## src/sv/rrts_pkg.sv

```systemverilog
`timescale 1ns / 1ps

package rrts_pkg;

    localparam int NUM_CORES   = 4;
    localparam int QUEUE_DEPTH = 256;
    localparam int TASK_BITS   = 8;

    localparam int Q_IDX_W    = $clog2(QUEUE_DEPTH);
    localparam int CNT_W      = $clog2(QUEUE_DEPTH + 1);
    localparam int CORE_IDX_W = (NUM_CORES > 1) ? $clog2(NUM_CORES) : 1;

    localparam int OP_W       = 2;
    localparam int CORE_W     = 2;
    localparam int TID_W      = 8;
    localparam int NEXT_W     = 8;
    localparam int QUANTUM_W  = 16;
    localparam int NUM_QREGS  = 4;
    localparam int QREG_IDX_W = 2;
    localparam int PADDR_W    = 4;
    localparam int PDATA_W    = 32;

    localparam logic [QUANTUM_W-1:0] QUANTUM_RESET = 16'd10;

    typedef logic [TASK_BITS-1:0] task_t;
    typedef logic [QUANTUM_W-1:0] quantum_t;

    typedef enum logic [OP_W-1:0] {
        OP_ENQUEUE = 2'd0,
        OP_TICK    = 2'd1,
        OP_EXIT    = 2'd2
    } op_t;

    typedef struct packed {
        logic  shift;
        logic  load;
        task_t data;
    } q_cmd_t;

    typedef struct packed {
        logic             empty;
        logic             full;
        logic [CNT_W-1:0] count;
    } q_stat_t;

    typedef struct packed {
        logic [NEXT_W-1:0] next_task;
        logic              idle;
        logic              overflowed;
    } res_t;

endpackage

```

## src/sv/rrts_if.sv

```systemverilog
`timescale 1ns / 1ps

interface rrts_in_if;
    logic       valid;
    logic       ready;
    logic [1:0] op;
    logic [1:0] core;
    logic [7:0] task_id;

    modport source (output valid, output op, output core, output task_id, input ready);
    modport sink   (input valid, input op, input core, input task_id, output ready);
endinterface

interface rrts_out_if;
    logic       valid;
    logic       ready;
    logic [7:0] next_task;
    logic       idle;
    logic       overflowed;

    modport source (output valid, output next_task, output idle, output overflowed,
                    input ready);
    modport sink   (input valid, input next_task, input idle, input overflowed,
                    output ready);
endinterface

```

## src/sv/rrts_cell.sv

```systemverilog
`timescale 1ns / 1ps

module rrts_cell (
    input  logic                clk,
    input  logic                shift,
    input  logic                load,
    input  rrts_pkg::task_t     load_data,
    input  rrts_pkg::task_t     from_next,
    output rrts_pkg::task_t     data
);

    rrts_pkg::task_t data_reg;
    rrts_pkg::task_t data_next;

    // load wins over shift: on a rotate the tail cell takes the new task
    always_comb
    begin
        data_next = data_reg;
        if (load)
        begin
            data_next = load_data;
        end
        else if (shift)
        begin
            data_next = from_next;
        end
    end

    always_ff @(posedge clk)
    begin
        data_reg <= data_next;
    end

    assign data = data_reg;

endmodule

```

## src/sv/rrts_queue.sv

```systemverilog
`timescale 1ns / 1ps

module rrts_queue (
    input  logic                clk,
    input  logic                rst_n,
    input  rrts_pkg::q_cmd_t    cmd,
    output rrts_pkg::task_t     head,
    output rrts_pkg::q_stat_t   stat
);

    localparam int DEPTH = rrts_pkg::QUEUE_DEPTH;

    rrts_pkg::task_t                cell_data [DEPTH];
    logic [rrts_pkg::CNT_W-1:0]     count_reg;
    logic [rrts_pkg::CNT_W-1:0]     count_next;
    logic [rrts_pkg::CNT_W-1:0]     count_m1;
    logic [rrts_pkg::Q_IDX_W-1:0]   load_pos;

    // cell 0 is the head; a pop moves every entry one cell toward it
    assign count_m1 = count_reg - 1'b1;
    assign load_pos = cmd.shift ? count_m1[rrts_pkg::Q_IDX_W-1:0]
                                : count_reg[rrts_pkg::Q_IDX_W-1:0];

    genvar i;
    generate
        for (i = 0; i < DEPTH; i++)
        begin : g_cell
            rrts_pkg::task_t nxt;
            if (i == DEPTH - 1)
            begin : g_last
                assign nxt = cell_data[i];
            end
            else
            begin : g_mid
                assign nxt = cell_data[i+1];
            end

            rrts_cell u_cell (
                .clk       (clk),
                .shift     (cmd.shift),
                .load      (cmd.load && (load_pos == rrts_pkg::Q_IDX_W'(i))),
                .load_data (cmd.data),
                .from_next (nxt),
                .data      (cell_data[i])
            );
        end
    endgenerate

    always_comb
    begin
        count_next = count_reg;
        if (cmd.load && !cmd.shift)
        begin
            count_next = count_reg + 1'b1;
        end
        else if (cmd.shift && !cmd.load)
        begin
            count_next = count_m1;
        end
    end

    always_ff @(posedge clk or negedge rst_n)
    begin
        if (!rst_n)
        begin
            count_reg <= '0;
        end
        else
        begin
            count_reg <= count_next;
        end
    end

    assign head       = cell_data[0];
    assign stat.empty = (count_reg == '0);
    assign stat.full  = (count_reg == rrts_pkg::CNT_W'(DEPTH));
    assign stat.count = count_reg;

endmodule

```

## src/sv/round_robin_task_scheduler.sv

```systemverilog
`timescale 1ns / 1ps

// Round-robin scheduler for up to four cores sharing one ready queue.
// in_ch carries one beat per item: op 0 enqueues task_id, op 1 is a timer
// tick on core, op 2 means the core's current task blocked or exited.
// Enqueue beats give no result; each tick or block/exit beat on a valid core
// gives one out_ch beat (next_task, idle, sticky overflowed). Op 3 and cores
// past the last one are dropped silently.
// The APB port holds the four slice lengths at byte addresses 0, 4, 8, 12;
// write them only while the block is idle.
// Throughput: one item per cycle while in_ch.ready is high. Results are
// written to the result buffer on acceptance, behind any waiting beat. The
// ready queue is a row of 256 cells with the head in cell 0; a pop shifts
// every cell one place in the same cycle, and a push loads the cell at the
// fill count, so each item is one queue access plus one counter update.
// Results sit in a two-beat buffer; in_ch.ready drops only while both beats
// wait, so a stalled receiver holds the input back without losing anything.
// Reset: queue empty, all cores idle, overflow flag clear, slices at 10.

module round_robin_task_scheduler (
    input  logic                clk,
    input  logic                rst_n,
    rrts_in_if.sink             in_ch,
    rrts_out_if.source          out_ch,
    input  logic                psel,
    input  logic                penable,
    input  logic                pwrite,
    input  logic [3:0]          paddr,
    input  logic [31:0]         pwdata,
    output logic [31:0]         prdata,
    output logic                pready
);

    localparam int NC = rrts_pkg::NUM_CORES;

    rrts_pkg::quantum_t quantum_reg [rrts_pkg::NUM_QREGS];

    rrts_pkg::quantum_t ticks_reg [NC];
    rrts_pkg::task_t    run_reg   [NC];
    logic [NC-1:0]      busy_reg;
    logic               ovf_reg;

    rrts_pkg::q_cmd_t   q_cmd;
    rrts_pkg::task_t    q_head;
    rrts_pkg::q_stat_t  q_stat;

    rrts_pkg::res_t     buf_reg [2];
    logic               wr_ptr_reg;
    logic               rd_ptr_reg;
    logic [1:0]         ocount_reg;
    logic [1:0]         ocount_next;

    logic                               acc;
    logic                               core_ok;
    logic                               sched;
    logic                               enq;
    logic [rrts_pkg::CORE_IDX_W-1:0]    cidx;
    rrts_pkg::task_t                    tid;
    rrts_pkg::quantum_t                 q_sel;
    rrts_pkg::quantum_t                 ticks_cur;
    rrts_pkg::quantum_t                 ticks_dec;
    rrts_pkg::quantum_t                 ticks_next;
    rrts_pkg::task_t                    run_next;
    logic                               busy_next;
    logic                               ovf_next;
    rrts_pkg::res_t                     res;
    logic                               out_pop;
    logic                               cfg_wr;

    // ---------------------------------------------------------------
    // configuration
    assign pready = 1'b1;
    assign cfg_wr = psel && penable && pwrite && pready;
    assign prdata = rrts_pkg::PDATA_W'(quantum_reg[paddr[3:2]]);

    always_ff @(posedge clk or negedge rst_n)
    begin
        if (!rst_n)
        begin
            for (int r = 0; r < rrts_pkg::NUM_QREGS; r++)
            begin
                quantum_reg[r] <= rrts_pkg::QUANTUM_RESET;
            end
        end
        else if (cfg_wr)
        begin
            quantum_reg[paddr[3:2]] <= pwdata[rrts_pkg::QUANTUM_W-1:0];
        end
    end

    // ---------------------------------------------------------------
    // item decode
    assign in_ch.ready = (ocount_reg != 2'd2);
    assign acc         = in_ch.valid && in_ch.ready;
    assign core_ok     = (int'(in_ch.core) < NC);
    assign cidx        = in_ch.core[rrts_pkg::CORE_IDX_W-1:0];
    assign tid         = rrts_pkg::task_t'(in_ch.task_id);
    assign enq         = acc && (in_ch.op == rrts_pkg::OP_ENQUEUE);

    always_comb
    begin
        sched = 1'b0;
        case (rrts_pkg::op_t'(in_ch.op))
            rrts_pkg::OP_TICK,
            rrts_pkg::OP_EXIT:  sched = acc && core_ok;
            default:            sched = 1'b0;
        endcase
    end

    assign q_sel     = quantum_reg[in_ch.core];
    assign ticks_cur = ticks_reg[cidx];
    assign ticks_dec = ticks_cur - 1'b1;

    always_comb
    begin
        q_cmd.shift = 1'b0;
        q_cmd.load  = 1'b0;
        q_cmd.data  = tid;
        ticks_next  = ticks_cur;
        run_next    = run_reg[cidx];
        busy_next   = busy_reg[cidx];
        ovf_next    = ovf_reg;

        if (enq)
        begin
            if (q_stat.full)
            begin
                ovf_next = 1'b1;
            end
            else
            begin
                q_cmd.load = 1'b1;
            end
        end
        else if (sched)
        begin
            if (!busy_reg[cidx] || (in_ch.op == rrts_pkg::OP_EXIT))
            begin
                if (!q_stat.empty)
                begin
                    q_cmd.shift = 1'b1;
                    run_next    = q_head;
                    busy_next   = 1'b1;
                    ticks_next  = q_sel;
                end
                else if (busy_reg[cidx])
                begin
                    busy_next = 1'b0;
                    run_next  = '0;
                end
            end
            else
            begin
                ticks_next = ticks_dec;
                if (ticks_dec == '0)
                begin
                    // slice over: reload; unless queue empty, head out, task to tail
                    if (!q_stat.empty)
                    begin
                        q_cmd.shift = 1'b1;
                        q_cmd.load  = 1'b1;
                        q_cmd.data  = run_reg[cidx];
                        run_next    = q_head;
                    end
                    ticks_next = q_sel;
                end
            end
        end
    end

    rrts_queue u_queue (
        .clk   (clk),
        .rst_n (rst_n),
        .cmd   (q_cmd),
        .head  (q_head),
        .stat  (q_stat)
    );

    always_ff @(posedge clk or negedge rst_n)
    begin
        if (!rst_n)
        begin
            for (int c = 0; c < NC; c++)
            begin
                ticks_reg[c] <= '0;
                run_reg[c]   <= '0;
            end
            busy_reg <= '0;
            ovf_reg  <= 1'b0;
        end
        else
        begin
            ovf_reg <= ovf_next;
            if (sched)
            begin
                ticks_reg[cidx] <= ticks_next;
                run_reg[cidx]   <= run_next;
                busy_reg[cidx]  <= busy_next;
            end
        end
    end

    // ---------------------------------------------------------------
    // result buffer
    assign res.next_task  = busy_next ? rrts_pkg::NEXT_W'(run_next) : '0;
    assign res.idle       = !busy_next;
    assign res.overflowed = ovf_reg;

    assign out_pop = out_ch.valid && out_ch.ready;

    always_comb
    begin
        ocount_next = ocount_reg;
        if (sched && !out_pop)
        begin
            ocount_next = ocount_reg + 1'b1;
        end
        else if (out_pop && !sched)
        begin
            ocount_next = ocount_reg - 1'b1;
        end
    end

    always_ff @(posedge clk or negedge rst_n)
    begin
        if (!rst_n)
        begin
            wr_ptr_reg <= 1'b0;
            rd_ptr_reg <= 1'b0;
            ocount_reg <= '0;
        end
        else
        begin
            ocount_reg <= ocount_next;
            if (sched)
            begin
                wr_ptr_reg <= !wr_ptr_reg;
            end
            if (out_pop)
            begin
                rd_ptr_reg <= !rd_ptr_reg;
            end
        end
    end

    always_ff @(posedge clk)
    begin
        if (sched)
        begin
            buf_reg[wr_ptr_reg] <= res;
        end
    end

    assign out_ch.valid      = (ocount_reg != '0);
    assign out_ch.next_task  = buf_reg[rd_ptr_reg].next_task;
    assign out_ch.idle       = buf_reg[rd_ptr_reg].idle;
    assign out_ch.overflowed = buf_reg[rd_ptr_reg].overflowed;

`ifndef ASSERT_OFF
    a_queue_bound: assert property (@(posedge clk) disable iff (!rst_n)
        q_stat.count <= rrts_pkg::CNT_W'(rrts_pkg::QUEUE_DEPTH))
        else $error("ready queue fill count past its depth");

    a_enq_grows: assert property (@(posedge clk) disable iff (!rst_n)
        (enq && !q_stat.full) |=> (q_stat.count == $past(q_stat.count) + 1'b1))
        else $error("enqueue into a non-full queue did not add an entry");

    a_sched_result: assert property (@(posedge clk) disable iff (!rst_n)
        sched |=> out_ch.valid)
        else $error("schedule beat produced no result beat");

    a_idle_zero: assert property (@(posedge clk) disable iff (!rst_n)
        (out_ch.valid && out_ch.idle) |-> (out_ch.next_task == '0))
        else $error("idle result carries a task id");
`endif

endmodule
```

## src/flat_wrapper.sv

```systemverilog
// flat-port wrapper written by rule: the top's interface ports become plain ports
module round_robin_task_scheduler_flat 
  (clk, rst_n, psel, penable, pwrite, paddr, pwdata, prdata, pready, in_ch_valid, in_ch_op, in_ch_core, in_ch_task_id, in_ch_ready, out_ch_valid, out_ch_next_task, out_ch_idle, out_ch_overflowed, out_ch_ready);
  rrts_in_if in_ch_i ();
  rrts_out_if out_ch_i ();
  input  logic clk;
  input  logic rst_n;
  input  logic psel;
  input  logic penable;
  input  logic pwrite;
  input  logic [3:0] paddr;
  input  logic [31:0] pwdata;
  output logic [31:0] prdata;
  output logic pready;
  input wire logic [$bits(in_ch_i.valid)-1:0] in_ch_valid;
  input wire logic [$bits(in_ch_i.op)-1:0] in_ch_op;
  input wire logic [$bits(in_ch_i.core)-1:0] in_ch_core;
  input wire logic [$bits(in_ch_i.task_id)-1:0] in_ch_task_id;
  output wire logic [$bits(in_ch_i.ready)-1:0] in_ch_ready;
  output wire logic [$bits(out_ch_i.valid)-1:0] out_ch_valid;
  output wire logic [$bits(out_ch_i.next_task)-1:0] out_ch_next_task;
  output wire logic [$bits(out_ch_i.idle)-1:0] out_ch_idle;
  output wire logic [$bits(out_ch_i.overflowed)-1:0] out_ch_overflowed;
  input wire logic [$bits(out_ch_i.ready)-1:0] out_ch_ready;
  assign in_ch_i.valid = in_ch_valid;
  assign in_ch_i.op = in_ch_op;
  assign in_ch_i.core = in_ch_core;
  assign in_ch_i.task_id = in_ch_task_id;
  assign in_ch_ready = in_ch_i.ready;
  assign out_ch_valid = out_ch_i.valid;
  assign out_ch_next_task = out_ch_i.next_task;
  assign out_ch_idle = out_ch_i.idle;
  assign out_ch_overflowed = out_ch_i.overflowed;
  assign out_ch_i.ready = out_ch_ready;
  round_robin_task_scheduler u_core (.clk(clk), .rst_n(rst_n), .in_ch(in_ch_i), .out_ch(out_ch_i), .psel(psel), .penable(penable), .pwrite(pwrite), .paddr(paddr), .pwdata(pwdata), .prdata(prdata), .pready(pready));
endmodule
```

## config.mk

```make
export PLATFORM = sky130hd
export DESIGN_NAME = round_robin_task_scheduler_flat
export DESIGN_NICKNAME = d
export VERILOG_FILES = /design/src/sv/rrts_pkg.sv /design/src/sv/rrts_if.sv /design/src/sv/rrts_cell.sv /design/src/sv/rrts_queue.sv /design/src/sv/round_robin_task_scheduler.sv /design/src/flat_wrapper.sv
export SDC_FILE = /design/constraint.sdc
export NUM_CORES = 2
export LEC_CHECK = 0
export BUFFER_PORTS_ARGS = -buffer_cell sky130_fd_sc_hd__clkbuf_2
export CAP_MARGIN = 20
export CORE_MARGIN = 4
export CORE_UTILIZATION = 45
export CTS_BUF_LIST = sky130_fd_sc_hd__clkbuf_4 sky130_fd_sc_hd__clkbuf_8
export CTS_CLUSTER_SIZE = 24
export DETAILED_ROUTE_END_ITERATION = 10
export PLACE_DENSITY = 0.56
export SYNTH_ARGS = -nofsm -noshare
export SYNTH_HDL_FRONTEND = slang
export SYNTH_SLANG_ARGS = --single-unit
```

## constraint.sdc

```tcl
create_clock -name clk -period 7.5 [get_ports clk]
set_input_delay 1.875 -clock clk [delete_from_list [all_inputs] [get_ports clk]]
set_output_delay 1.875 -clock clk [all_outputs]
set_load 0.005 [all_outputs]
```

==> results.sh <==
export IMPL_wirelength_mm=230
export IMPL_crit_required_ns=8.15
export IMPL_row_count=173
export IMPL_yosysWarnings=0
export IMPL_critPathKind="in2reg"
export IMPL_slew_viol_final=0
export IMPL_clock_tree_buffer_depth=4
export IMPL_synth_top_area_cell="edfxtp_1"
export IMPL_cp_num_buf_inv=6
export IMPL_holdCritPathClass="reg2reg"
export IMPL_route_detailed_drc=0
export IMPL_post_route_cells_drive_above_1_share=0.521
export IMPL_min_period_ns=6.50
export IMPL_crit_arrival_ns=7.15
export IMPL_wl_per_cell_um=24.4
export IMPL_vias=52530
export IMPL_htreeDepth=5
export IMPL_p_leak_nw=39.8
export IMPL_powerDensity_nw_per_um2=291
export IMPL_fp_dieH_um=483
export IMPL_grt_max_degree=148
export IMPL_cap_violations=0
export IMPL_vdd_ir_drop_max_v=0.000251
export IMPL_top_level_ports=100
export IMPL_largest_reg_flops=2048
export IMPL_synth_edf_count=2068
export IMPL_synthTopCellsByArea="edfxtp_1, mux2_2, dfrtp_1, mux4_2, clkbuf_1"
export IMPL_place_hpwl_mm=139
export IMPL_worstPathMaxFanout=12
export IMPL_synth_seq_area_share=0.657
export IMPL_grt_pass1_wl_mm=350
export IMPL_gp_congestion=0.796
export IMPL_area_delta_synth_final_pct=12.4
export IMPL_cts_sinks=2246
export IMPL_start_util=0.454
export IMPL_layout_cells_non_filler=9455
export IMPL_cts_tree="done"
export IMPL_max_slew_margin=0.242
export IMPL_drt_iter0_markers=3464
export IMPL_synth_avg_cell_area_um2=17.2
export IMPL_post_route_period_util=0.867
export IMPL_postCtsHoldBufs=0
export IMPL_clkTransAtPathRegs_ns=0.06
export IMPL_core_area_um2=223000
export IMPL_crit_top_cell="buf_4"
export IMPL_grt_overflow=0
export IMPL_firstDrtPassIters=6
export IMPL_post_cts_resized=0
export IMPL_status="completed"
export IMPL_fmax_mhz=154
export IMPL_finalSetupViolations=0
export IMPL_post_cts_buffers=0
export IMPL_crit_path_start_kind="input port"
export IMPL_synth_ff_type="edfxtp_1"
export IMPL_synthDistinctLibCells=83
export IMPL_worstMarginPinSlew_ns=1.13
export IMPL_ant_nets=0
export IMPL_synthArstFlopShare=0.0793
export IMPL_cts_made_buffers=393
export IMPL_placed_cells=8756
export IMPL_power_w=0.0331
export IMPL_cp_cell_sequence="clkbuf_2 > buf_4 > mux4_2 > or4_1 > nor4_1 > a211oi_1 > a211o_1 > buf_4 > o41a_1 > inv_2 > nand2_1 > nor2_1 > buf_4 > buf_4 > nand4_2 > nand2_1"
export IMPL_synth_area_um2=101000
export IMPL_viasPerCell=5.56
export IMPL_antenna_found_initial=9
export IMPL_port_buffers=64
export IMPL_synth_seq_cells=2246
export IMPL_max_stage_delay_ns=0.62
export IMPL_grt_pass1_vias=55601
export IMPL_cp_end_kind="flop"
export IMPL_critPathTopFamily="simple AND/OR/NAND/NOR gates"
export IMPL_nets=6239
export IMPL_synth_top_cell_area_share=0.613
export IMPL_cp_slowest_cell="or4_1"
export IMPL_fin_skew_ns=0.0669
export IMPL_rsz0062_at_grt="false"
export IMPL_die_w_um=483
export IMPL_worstSkewPairLatency_ns=1.04
export IMPL_postSynthCellCount=5896
export IMPL_clockRootBuffer="clkbuf_8"
export IMPL_die_area_um2=233000
export IMPL_gr_usage_all_layers=0.197
export IMPL_hold_viol=0
export IMPL_timing_hold_ws_ns=0.476
## cell usage after synthesis (28+ instances only)
cell / number
buf_2: 73
clkbuf_1: 319
a21oi_1: 57
nand4_2: 49
nor4_4: 32
nor2_1: 86
dfrtp_1: 170
nand3_1: 41
o21ai_0: 28
nand4_1: 32
nor3_4: 29
mux2_2: 2179
mux4_2: 57
nand2_1: 207
nand2b_1: 117
edfxtp_1: 2068
## cell type report
class	instances	area (um^2)
Inverter	11	57.6
Multi-Input combinational cell	3218	33200
Sequential cell	2246	66600
Timing Repair Buffer	306	2690
Clock buffer	545	6640
Clock inverter	150	961
Antenna cell	4	10.0
Tap cell	2975	3720
Fill cell	18347	109000
## worst min-delay path: stages, from the launching register on
cell,delay (ns)
dfrtp_1,0.34
nand2_1,0.04
o21ai_0,0.06
## where the power goes
| group | internal (W) | switching (W) |
|---|---|---|
| Sequential | 0.0156 | 0.000548 |
| Clock | 0.00611 | 0.00491 |
| Combinational | 0.00206 | 0.00389 |
| Total | 0.0238 | 0.00935 |
## cell usage in the layout, fill, tap and decap left out, drive strengths merged, types with 67 or more instances in the layout
master and n:
dfrtp 170, nor3 67, buf 244, mux2 2190, nand2 207, nand4 84
clkinv 130, nor2 91, nand2b 117, edfxtp 2068, clkbuf 607
## logic make-up after synthesis
logic type | Yosys count | synth area share
AOI/OAI and AO/OA | 175 | 0.0126
xor gates and xnor gates | 25 | 0.00216
adders and majority gates | 8 | 0.000988
buffers and inverters | 447 | 0.0191
DFF | 2246 | 0.657
muxes | 2252 | 0.257
other | 2 | 0.0000741
and+or+nand+nor | 741 | 0.0514
## through the flow
step	worst slack (ns)	util	TNS, ns	area [um^2]
after floorplan	0.495	-	0	101000
after global placement	-0.448	0.476	-29.23	106000
after detailed placement	-0.0290	0.476	-0.252	106000
after CTS	1.13	0.510	0	114000
after global routing	0.835	0.510	0	114000
final	0.998	0.510	0	114000
## path summary, 6_finish.rpt
kind | from | endpoint | slack [ns] | cells past startpoint
hold / removal | u_core.run_reg[11] | u_core.run_reg[11] | 0.48 | 2
min in group asynchronous | rst_n | u_core.ocount_reg[1] | 0.78 | 1
max in group asynchronous | rst_n | u_core.u_queue.count_reg[1] | 5.37 | 2
hold reg to reg | u_core.run_reg[11] | u_core.run_reg[11] | 0.48 | 2
setup / recovery | in_ch_core[1] | u_core.u_queue.g_cell[162].u_cell.data[0] | 1.0 | 16
setup reg to reg | u_core.u_queue.count_reg[0] | u_core.u_queue.g_cell[171].u_cell.data[2] | 1.45 | 15
## layer usage
layer / routed length (um) / track usage
met2: 109000 / 0.317
met5: 0 / 0
met3: 12300 / 0.0373
met4: 5960 / 0.0583
met1: 103000 / 0.272
No activity file was read; power rests on OpenSTA's default activity.
